File: src/hw/rtl/scpt_pkg.sv
// shared types and constants for the segment check and page translate block
package scpt_pkg;

  // result status codes
  localparam logic [2:0] ST_OK        = 3'd0;
  localparam logic [2:0] ST_SEG_MISS  = 3'd1;
  localparam logic [2:0] ST_PAGE_MISS = 3'd2;
  localparam logic [2:0] ST_OVERFLOW  = 3'd3;
  localparam logic [2:0] ST_WRITTEN   = 3'd4;

  // item modes
  localparam logic [1:0] MODE_XLATE  = 2'd0;
  localparam logic [1:0] MODE_SEG    = 2'd1;
  localparam logic [1:0] MODE_PAGE   = 2'd2;
  localparam logic [1:0] MODE_UNUSED = 2'd3;

  // configuration register indexes
  localparam logic [1:0] REG_PAGE_SIZE = 2'd0;
  localparam logic [1:0] REG_SEG_COUNT = 2'd1;
  localparam logic [1:0] REG_PAGE_COUNT = 2'd2;

  // field widths
  localparam int FIELD_AW = 24;
  localparam int PS_W     = 13;
  localparam int FRAME_W  = 12;
  localparam logic [PS_W-1:0] PS_MAX = 13'd4096;

endpackage

File: src/hw/rtl/segment_check_page_translate_core.sv
// segment check and paged address translation top level
//
// channel | dir | signals                      | contents
// s_*     | in  | s_tvalid s_tready s_tdata     | tdata: address, entry_index, base_value,
//         |     | s_tuser                      |   limit_value, frame_value; tuser: mode
// m_*     | out | m_tvalid m_tready m_tdata     | tdata: physical_address; tuser: status
// cfg_*   | in  | cfg_we cfg_index cfg_data     | page_size, segment_count, page_count
//
// one item at a time. a table write goes straight to its result. a translate scans
// the segments in use (k segments scanned, one sync memory read each), runs a
// FIELD_AW-wide restoring divide (one quotient bit per step), then reads the page
// table, multiplies and adds. reset is synchronous and clears control state only;
// the tables hold nothing defined until written. a stalled result sits in the
// output register while the next item is accepted.
module segment_check_page_translate_core
  import scpt_pkg::*;
#(
  parameter int MAX_SEGMENTS = 8,
  parameter int MAX_PAGES    = 256,
  parameter int ADDR_WIDTH   = 24
) (
  input  logic        clk,
  input  logic        rst,
  input  logic        s_tvalid,
  output logic        s_tready,
  // [23:0] address, [31:24] entry_index, [55:32] base_value,
  // [79:56] limit_value, [91:80] frame_value, [95:92] zero
  input  logic [95:0] s_tdata,
  // [1:0] mode
  input  logic [1:0]  s_tuser,
  output logic        m_tvalid,
  input  logic        m_tready,
  // [23:0] physical_address
  output logic [23:0] m_tdata,
  // [2:0] status
  output logic [2:0]  m_tuser,
  input  logic        cfg_we,
  input  logic [1:0]  cfg_index,
  input  logic [12:0] cfg_data
);

  localparam int SW  = (MAX_SEGMENTS > 1) ? $clog2(MAX_SEGMENTS) : 1;
  localparam int CW  = $clog2(MAX_SEGMENTS + 1);
  localparam int PW  = $clog2(MAX_PAGES);
  localparam int PCW = $clog2(MAX_PAGES + 1);
  localparam logic [FIELD_AW-1:0] AMASK = (ADDR_WIDTH >= FIELD_AW) ? {FIELD_AW{1'b1}} :
    FIELD_AW'((64'd1 << ADDR_WIDTH) - 64'd1);
  localparam logic [32:0] ALIMIT = 33'd1 << ADDR_WIDTH;

  localparam logic [2:0] S_IDLE = 3'd0;
  localparam logic [2:0] S_SRD  = 3'd1;
  localparam logic [2:0] S_SCMP = 3'd2;
  localparam logic [2:0] S_DIV  = 3'd3;
  localparam logic [2:0] S_PRD  = 3'd4;
  localparam logic [2:0] S_MUL  = 3'd5;
  localparam logic [2:0] S_ADD  = 3'd6;
  localparam logic [2:0] S_DONE = 3'd7;

  // configuration registers
  logic [12:0] page_size;
  logic [3:0]  segment_count;
  logic [8:0]  page_count;

  always_ff @(posedge clk) begin
    if (rst) begin
      page_size     <= 13'd256;
      segment_count <= 4'd0;
      page_count    <= 9'd0;
    end else if (cfg_we) begin
      case (cfg_index)
        REG_PAGE_SIZE:  page_size     <= cfg_data;
        REG_SEG_COUNT:  segment_count <= cfg_data[3:0];
        REG_PAGE_COUNT: page_count    <= cfg_data[8:0];
        default: ;
      endcase
    end
  end

  // effective page size and counts
  logic [PS_W-1:0] ps;
  logic [CW-1:0]   seg_n;
  logic [PCW-1:0]  pg_n;

  always_comb begin
    if (page_size == '0) ps = 13'd1;
    else if (page_size > PS_MAX) ps = PS_MAX;
    else ps = page_size;
    if (32'(segment_count) > MAX_SEGMENTS) seg_n = CW'(MAX_SEGMENTS);
    else seg_n = CW'(segment_count);
    if (32'(page_count) > MAX_PAGES) pg_n = PCW'(MAX_PAGES);
    else pg_n = PCW'(page_count);
  end

  // input field split
  logic [FIELD_AW-1:0] in_addr, in_base, in_limit;
  logic [7:0]          in_idx;
  logic [FRAME_W-1:0]  in_frame;
  assign in_addr  = s_tdata[23:0] & AMASK;
  assign in_idx   = s_tdata[31:24];
  assign in_base  = s_tdata[55:32];
  assign in_limit = s_tdata[79:56];
  assign in_frame = s_tdata[91:80];

  logic [2:0] state;
  logic       accept;
  assign s_tready = (state == S_IDLE);
  assign accept   = s_tvalid && s_tready;

  // segment table: base and length side by side
  logic [2*FIELD_AW-1:0] seg_mem [MAX_SEGMENTS];
  logic [2*FIELD_AW-1:0] seg_q;
  logic [CW-1:0]         seg_idx;

  always_ff @(posedge clk) begin
    if (accept && s_tuser == MODE_SEG && 32'(in_idx) < MAX_SEGMENTS) begin
      seg_mem[in_idx[SW-1:0]] <= {in_limit, in_base};
    end
    seg_q <= seg_mem[seg_idx[SW-1:0]];
  end

  // page table
  logic [FRAME_W-1:0]  pg_mem [MAX_PAGES];
  logic [FRAME_W-1:0]  pg_q;
  logic [FIELD_AW-1:0] div_quo;

  always_ff @(posedge clk) begin
    if (accept && s_tuser == MODE_PAGE && 32'(in_idx) < MAX_PAGES) begin
      pg_mem[PW'(in_idx)] <= in_frame;
    end
    pg_q <= pg_mem[div_quo[PW-1:0]];
  end

  // segment compare, sum taken one bit wider
  logic [FIELD_AW-1:0] addr;
  logic [FIELD_AW:0]   seg_end;
  logic                seg_hit;
  assign seg_end = {1'b0, seg_q[FIELD_AW-1:0]} + {1'b0, seg_q[2*FIELD_AW-1:FIELD_AW]};
  assign seg_hit = (addr >= seg_q[FIELD_AW-1:0]) && ({1'b0, addr} < seg_end);

  // restoring divide step
  logic [PS_W-1:0] div_rem;
  logic [PS_W:0]   div_trial;
  logic            div_bit;
  logic [4:0]      div_cnt;
  assign div_trial = {div_rem, div_quo[FIELD_AW-1]};
  assign div_bit   = (div_trial >= {1'b0, ps});

  // final address arithmetic
  logic [FRAME_W+PS_W-1:0] prod;
  logic [32:0]             sum;
  assign sum = 33'(prod) + 33'(div_rem);

  logic [2:0]          res_status;
  logic [FIELD_AW-1:0] res_phys;

  // sequencer
  always_ff @(posedge clk) begin
    if (rst) begin
      state <= S_IDLE;
      seg_idx <= '0;
      div_cnt <= '0;
    end else begin
      case (state)
        S_IDLE: begin
          if (accept) begin
            addr       <= in_addr;
            res_phys   <= '0;
            seg_idx    <= '0;
            res_status <= ST_WRITTEN;
            if (s_tuser == MODE_XLATE) begin
              if (seg_n == '0) begin
                res_status <= ST_SEG_MISS;
                state <= S_DONE;
              end else begin
                state <= S_SRD;
              end
            end else begin
              state <= S_DONE;
            end
          end
        end
        S_SRD: state <= S_SCMP;
        S_SCMP: begin
          if (seg_hit) begin
            div_rem <= '0;
            div_quo <= addr;
            div_cnt <= '0;
            state   <= S_DIV;
          end else if (seg_idx + CW'(1) == seg_n) begin
            res_status <= ST_SEG_MISS;
            state <= S_DONE;
          end else begin
            seg_idx <= seg_idx + CW'(1);
            state <= S_SRD;
          end
        end
        S_DIV: begin
          div_quo <= {div_quo[FIELD_AW-2:0], div_bit};
          div_rem <= div_bit ? PS_W'(div_trial - {1'b0, ps}) : div_trial[PS_W-1:0];
          div_cnt <= div_cnt + 5'd1;
          if (div_cnt == 5'(FIELD_AW - 1)) state <= S_PRD;
        end
        S_PRD: begin
          if (div_quo >= FIELD_AW'(pg_n)) begin
            res_status <= ST_PAGE_MISS;
            state <= S_DONE;
          end else begin
            state <= S_MUL;
          end
        end
        S_MUL: begin
          prod  <= pg_q * ps;
          state <= S_ADD;
        end
        S_ADD: begin
          if (sum >= ALIMIT) begin
            res_status <= ST_OVERFLOW;
          end else begin
            res_status <= ST_OK;
            res_phys   <= sum[FIELD_AW-1:0];
          end
          state <= S_DONE;
        end
        S_DONE: begin
          if (!m_tvalid || m_tready) state <= S_IDLE;
        end
        default: state <= S_IDLE;
      endcase
    end
  end

  // output register
  always_ff @(posedge clk) begin
    if (rst) begin
      m_tvalid <= 1'b0;
    end else if (state == S_DONE && (!m_tvalid || m_tready)) begin
      m_tvalid <= 1'b1;
      m_tdata  <= res_phys;
      m_tuser  <= res_status;
    end else if (m_tready) begin
      m_tvalid <= 1'b0;
    end
  end

  // a non-translated result never carries an address
  a_zero_phys: assert property (@(posedge clk) disable iff (rst)
    (m_tvalid && m_tuser != ST_OK) |-> (m_tdata == '0))
    else $error("address on failed result");

  // segment scan never runs past the entries in use
  a_seg_range: assert property (@(posedge clk) disable iff (rst)
    (state == S_SCMP) |-> (seg_idx < seg_n))
    else $error("segment scan out of range");

  // a finished divide always hands over to the page read
  a_div_end: assert property (@(posedge clk) disable iff (rst)
    (state == S_DIV && div_cnt == 5'(FIELD_AW - 1)) |=> (state == S_PRD))
    else $error("divide did not finish");

endmodule
File: config.mk
export PLATFORM = sky130hd
export DESIGN_NAME = segment_check_page_translate_core
export DESIGN_NICKNAME = d
export VERILOG_FILES = /design/src/hw/rtl/scpt_pkg.sv /design/src/hw/rtl/segment_check_page_translate_core.sv
export SDC_FILE = /design/constraint.sdc
export NUM_CORES = 2
export LEC_CHECK = 0
export ABC_AREA = 1
export BUFFER_PORTS_ARGS = -buffer_cell sky130_fd_sc_hd__buf_2
export CORE_ASPECT_RATIO = 0.7
export CORE_MARGIN = 2
export CORE_UTILIZATION = 50
export CTS_BUF_LIST = sky130_fd_sc_hd__clkbuf_4
export DETAILED_ROUTE_END_ITERATION = 8
export PLACE_DENSITY_LB_ADDON = 0.2
export SYNTH_ARGS = -nofsm -noshare
export SYNTH_HDL_FRONTEND = slang
export SYNTH_SLANG_ARGS = --single-unit
File: constraint.sdc
create_clock -name clk -period 9 [get_ports clk]
set_clock_uncertainty 0.1 [all_clocks]
set_input_delay 0.45 -clock clk [delete_from_list [all_inputs] [get_ports clk]]
set_output_delay 0.45 -clock clk [all_outputs]
set_load 0.01 [all_outputs]
### Word level (Yosys, flattened, before mapping)

Memories as Yosys holds them, arrays and structs flattened. A register that Yosys moved wholly into a read port is not among the register bits.
Cells that the tools add are included.

* register bits after elaboration: 179
* bits in writable memories: 3456
* input port bits: 118
* memories kept: 2

Memories
* pg_mem: depth 256, bits a word 12, rd ports 1, clocked after Yosys merged registers in 1, write ports 1, line segment_check_page_translate_core.sv:122 `logic [FRAME_W-1:0] pg_mem [MAX_PAGES];`
* seg_mem: depth 8, bits a word 48, rd ports 1, clocked after Yosys merged registers in 1, write ports 1, line segment_check_page_translate_core.sv:110 `logic [2*FIELD_AW-1:0] seg_mem [MAX_SEGMENTS];`

* add/sub/neg operators: 5
* $mul: 1
* $lt $le $gt $ge: 9
* equal/unequal tests: 22
* mux-type cells: 41
* bitwise gates (word level): 1
* reductions and logical operators: 30

Operators by type and width (count)
* case mux 24 bit (2 select lines): 2
* 2-to-1 mux 24 bit: 3
* 2-to-1 mux 13 bit: 4
* 2-to-1 mux 3 bit: 13
* adder 25 x 13 -> 26 bit: 1
* >= comparator 26 x 25 -> 1 bit (second input constant): 1
* case mux 13 bit (2 select lines): 1
* adder 24 x 24 -> 25 bit: 1
* less-than comparator 24 x 25 -> 1 bit: 1
* multiplier 12 x 13 -> 25 bit: 1
* >= comparator 24 bit: 1
* >= comparator 24 x 9 -> 1 bit: 1
* case mux 3 bit (8 select lines): 1
* 2-to-1 mux 4 bit: 4
* >= comparator 14 x 13 -> 1 bit: 1
* != test 2 bit (second input constant): 7
* > comparator 13 bit (second input constant): 1
* logical NOT 13 bit: 1
* subtractor 13 bit: 1
* equality test 3 bit (second input constant): 4
* case mux 3 bit (4 select lines): 1
* AND reduction 2 bit: 6
* case mux 5 bit (2 select lines): 1
* > comparator 9 bit (second input constant): 1
* 28 further kinds: 50

### Longest topological paths before layout

* depth after elaboration: 7
* mapped depth: 29

### Least setup slack after synthesis

No wires, ideal clock.

* path type: input port to flip-flop
* start: in s_tdata[28]
* end: mem seg_mem[0][0] (netlist name) (enable)
* arrival time: 5659 ps
* required time: 8327 ps
* slack: 2668 ps
* cell stages on the path: 5
* path buffers: 0
* path through: nor2_1 inv_1 nor2_1 nand3_1 nor4_1

* cells in the longest elaborated chain, start to end: 4

RTL lines
* from (decl): line segment_check_page_translate_core.sv:28 `input logic [95:0] s_tdata,`
* less-than comparator 8 x 4 -> 1 bit: line segment_check_page_translate_core.sv:115 `if (accept && s_tuser == MODE_SEG && 32'(in_idx) < MAX_SEGMENTS) begin`
* logical AND 1 bit: line segment_check_page_translate_core.sv:115
* 2-to-1 mux 1 bit: line segment_check_page_translate_core.sv:115
* 2-to-1 mux 1 bit (not written as such): line segment_check_page_translate_core.sv:116 `seg_mem[in_idx[SW-1:0]] <= {in_limit, in_base};`
* to (decl): line segment_check_page_translate_core.sv:110

Every way passes these cells.

### Worst setup path in the final report

* start: reg page_size[6]
* end: reg prod[20], data pin

* cells in the longest elaborated chain, start to end: 4
* elaborated cells on any way between the ends: 5
* those cells by class: mul: 1; order compare: 1; mux: 2; reduce/logical: 1

RTL lines
* from (decl): line segment_check_page_translate_core.sv:60 `logic [12:0] page_size;`
* from (signal assigned): line segment_check_page_translate_core.sv:71 `REG_PAGE_SIZE: page_size <= cfg_data;`
* > comparator 13 bit: line segment_check_page_translate_core.sv:86 `else if (page_size > PS_MAX) ps = PS_MAX;`
* 2-to-1 mux 13 bit: line segment_check_page_translate_core.sv:86
* 2-to-1 mux 13 bit (*): line segment_check_page_translate_core.sv:85 `if (page_size == '0) ps = 13'd1;`
* multiplier 12 x 13 -> 25 bit (*): line segment_check_page_translate_core.sv:212 `prod <= pg_q * ps;`
* to (signal assigned): line segment_check_page_translate_core.sv:212
* to (decl): line segment_check_page_translate_core.sv:149 `logic [FRAME_W+PS_W-1:0] prod;`

Every way passes the cells marked *; elsewhere a longest branch is shown, timed or not.
A chain may end at the register's enable or synchronous reset.

==> run metrics <==
Layout area overhead=11.14%; Setup TNS=0 ps; clock latency on the worst-skew pair=1490 ps; CP Capture Type=register; pwr dens=244.5 mW/mm²; GRT overflow=0; synth warn=0; P_leak=0.05844 µW; critical path data required time=10,090 ps; hold slack=113.3 ps; status=completed; drt drc=0; Die Area=0.3117 mm²; DR vias/cell=5.976; max cap viols=0; CTS resizes=0; RSZ-0062 raised after global routing=no; commonest cells after routing, fill and taps aside=edfxtp_1, nor2_1, o21ai_0, clkbuf_4, nand2_1; Die H=467.7 µm; gr usage total=0.2777; num rows=170; CP Launch Type=register; Port Buf Inserts=142; fin crit share=0.7633; drt total wl=445,000 µm; Reg clk slew, reported paths=80 ps; via count=106.2k; top post-synthesis cells by area=edfxtp_1, o21ai_0, nor2_1; dpl cells=16.04k; Fin. Hold Viols=0; final number of max-transition violations=0; CP Max Fanout=7; Max Clock Freq=145.6 MHz; die extent in x=666.4 µm; cell area after synthesis=0.1536 mm²; layout filler cell count=25.16k; Cell Area, Placed=0.1575 mm²; ys flop type=edfxtp_1; Worst Hold Class=in2reg; commonest non-fill, non-tap cell in the layout=edfxtp_1; Seq cells post-synth=3,695; layout cell share with drive strength beyond 1=0.1249; worst-margin pin slew=1394 ps; DRT iter0 DRCs=14.31k; Synth Instances=12.47k; wire per inst=25.04 µm; post-CTS setup buffers=0; Root Buffer=clkbuf_4; min Tclk post-route=6870 ps; Post-Syn Area per Cell=12.31 µm²; VDD IR max=0.1490 mV; sequential fraction of the synthesis area=0.7161; antenna violations before repair=25; CTS tree=built; Final Instance Count excl. Fillers=17.77k; Place WS=2146 ps; GP Congestion=0.9153; Cell variety after synth=48; Synth top area share=0.7031; H-tree Lvls=6; TritonCTS Buffers=839; clock sinks=3,695; largest area contributor in the netlist=edfxtp_1; hold buffer count at cts=247; antenna-violating nets left=0; number of global-route vias before repair=101.1k; setup violators final=0; I/O pin cnt=147; crit path kind=reg2reg; maximum buffer depth of the clock tree=4; relative slew slack=0.06697; syn_nets=12.88k; first-pass GRT wire length=647,500 µm; worst setup margin=2130 ps; CP arrival=7960 ps; largest net degree at the start of global routing=181; DP Wirelength=242,600 µm; Synth async-reset ratio=0; TritonRoute pass-1 iters=6; Post-synth EDFFs=3,596; Starting Density=0.5017; final design area excluding fillers=0.1707 mm²; core area=0.3061 mm²; Final #Nets=13.49k
==> power by group <==
group / leakage [µW] / switching, µW / internal, µW
registers: 0.0332 / 421 / 19200
logic: 0.0189 / 6160 / 2670
clock network: 0.00634 / 6560 / 6720
==> synthesized netlist by cell type (5+ instances only) <==
library cell     n
edfxtp_1      3596
nor2_1        2309
o21ai_0       1818
nand2_1       1166
o22ai_1        816
nand3_1        803
clkbuf_1       531
inv_1          347
ha_1           171
a21oi_1        151
fa_1           113
dfxtp_1         99
buf_2           96
buf_6           83
a31oi_1         54
buf_1           53
buf_4           48
xor2_1          36
xnor2_1         29
nor3_1          19
nand4_1         18
nor4_1          16
o21ai_1         16
and2_1          14
o21bai_1         9
a21o_1           8
inv_2            6
clkbuf_2         5
o21a_1           5
==> worst max-delay path, cell delays in order (launching register included) <==
cell and delay, ps:
dfxtp_1 300, inv_1 110, nand4_1 100, nor3_1 150, nand3_1 110, nand2_1 160
clkinv_1 200, nor2_1 500, inv_1 370, nor2_1 220, fa_1 440, inv_1 100
fa_1 400, inv_1 80, fa_1 420, fa_1 500, inv_1 50, fa_1 490
inv_1 50, ha_1 350, nand2_1 110, nor4_1 610, a21oi_1 240, o21bai_1 250
a21oi_1 120, xnor2_1 140
==> worst paths after layout <==
check	start	endpoint	slack, ps	depth (start not counted)
hold reg to reg	res_phys[17]$_SDFFCE_PN0P_	m_tdata[17]$_DFFE_PP_	300	0
setup / recovery	page_size[6]$_SDFFE_PP0P_	prod[20]$_DFFE_PP_	2130	25
hold / removal	s_tdata[87]	pg_mem[99][7]$_DFFE_PP_	110	2
setup reg to reg	page_size[6]$_SDFFE_PP0P_	prod[20]$_DFFE_PP_	2130	25
==> flip-flops by register name, summed over array words and instances (netlist names) <==
register,cells
pg_q,12
page_count,9
page_size,13
res_status,3
div_rem,13
state,3
seg_q,48
prod,25
res_phys,24
seg_idx,4
addr,24
div_cnt,5
pg_mem,3072
segment_count,4
m_tvalid,1
m_tdata,24
seg_mem,384
m_tuser,3
div_quo,24
==> cell families after synthesis <==
logic type	after synthesis	share of synthesized area
and+or+nand+nor	4360	0.1145
DFF	3695	0.7161
AOI/OAI and AO/OA	2894	0.1021
buffers and inverters	1175	0.03501
adders and majority gates	284	0.02866
xor gates and xnor gates	65	0.003707
==> layout make-up <==
| type | instances | area (µm²) | area share |
|---|---|---|---|
| Clock inverter | 211 | 1236 | 0.007243 |
| Timing Repair Buffer | 591 | 5181 | 0.03036 |
| Inverter | 356 | 1380 | 0.008086 |
| Sequential cell | 3695 | 110000 | 0.6443 |
| Antenna cell | 20 | 50.05 | 0.0002932 |
| Clock buffer | 1253 | 9407 | 0.05511 |
| Multi-Input combinational cell | 7603 | 38390 | 0.2249 |
| Tap cell | 4042 | 5057 | 0.02963 |
==> metal layers <==
metal | track usage | wire length (µm) | vias to the layer above
li1 | - | - | 47082
met1 | 0.4084 | 186600 | 52437
met2 | 0.3966 | 189700 | 5939
met3 | 0.08500 | 57170 | 727
met4 | 0.08537 | 11470 | 18
met5 | 0 | 127 | -
==> through the flow <==
step | utilization | total power [µW]
finish | 0.5576 | 41730
global route | 0.5575 | 43690
CTS | 0.5574 | 41750
global placement | 0.5144 | 28330
detailed placement | 0.5144 | 28530
floorplan | - | 25560
Note: power is estimated with default switching activity, not from simulation.
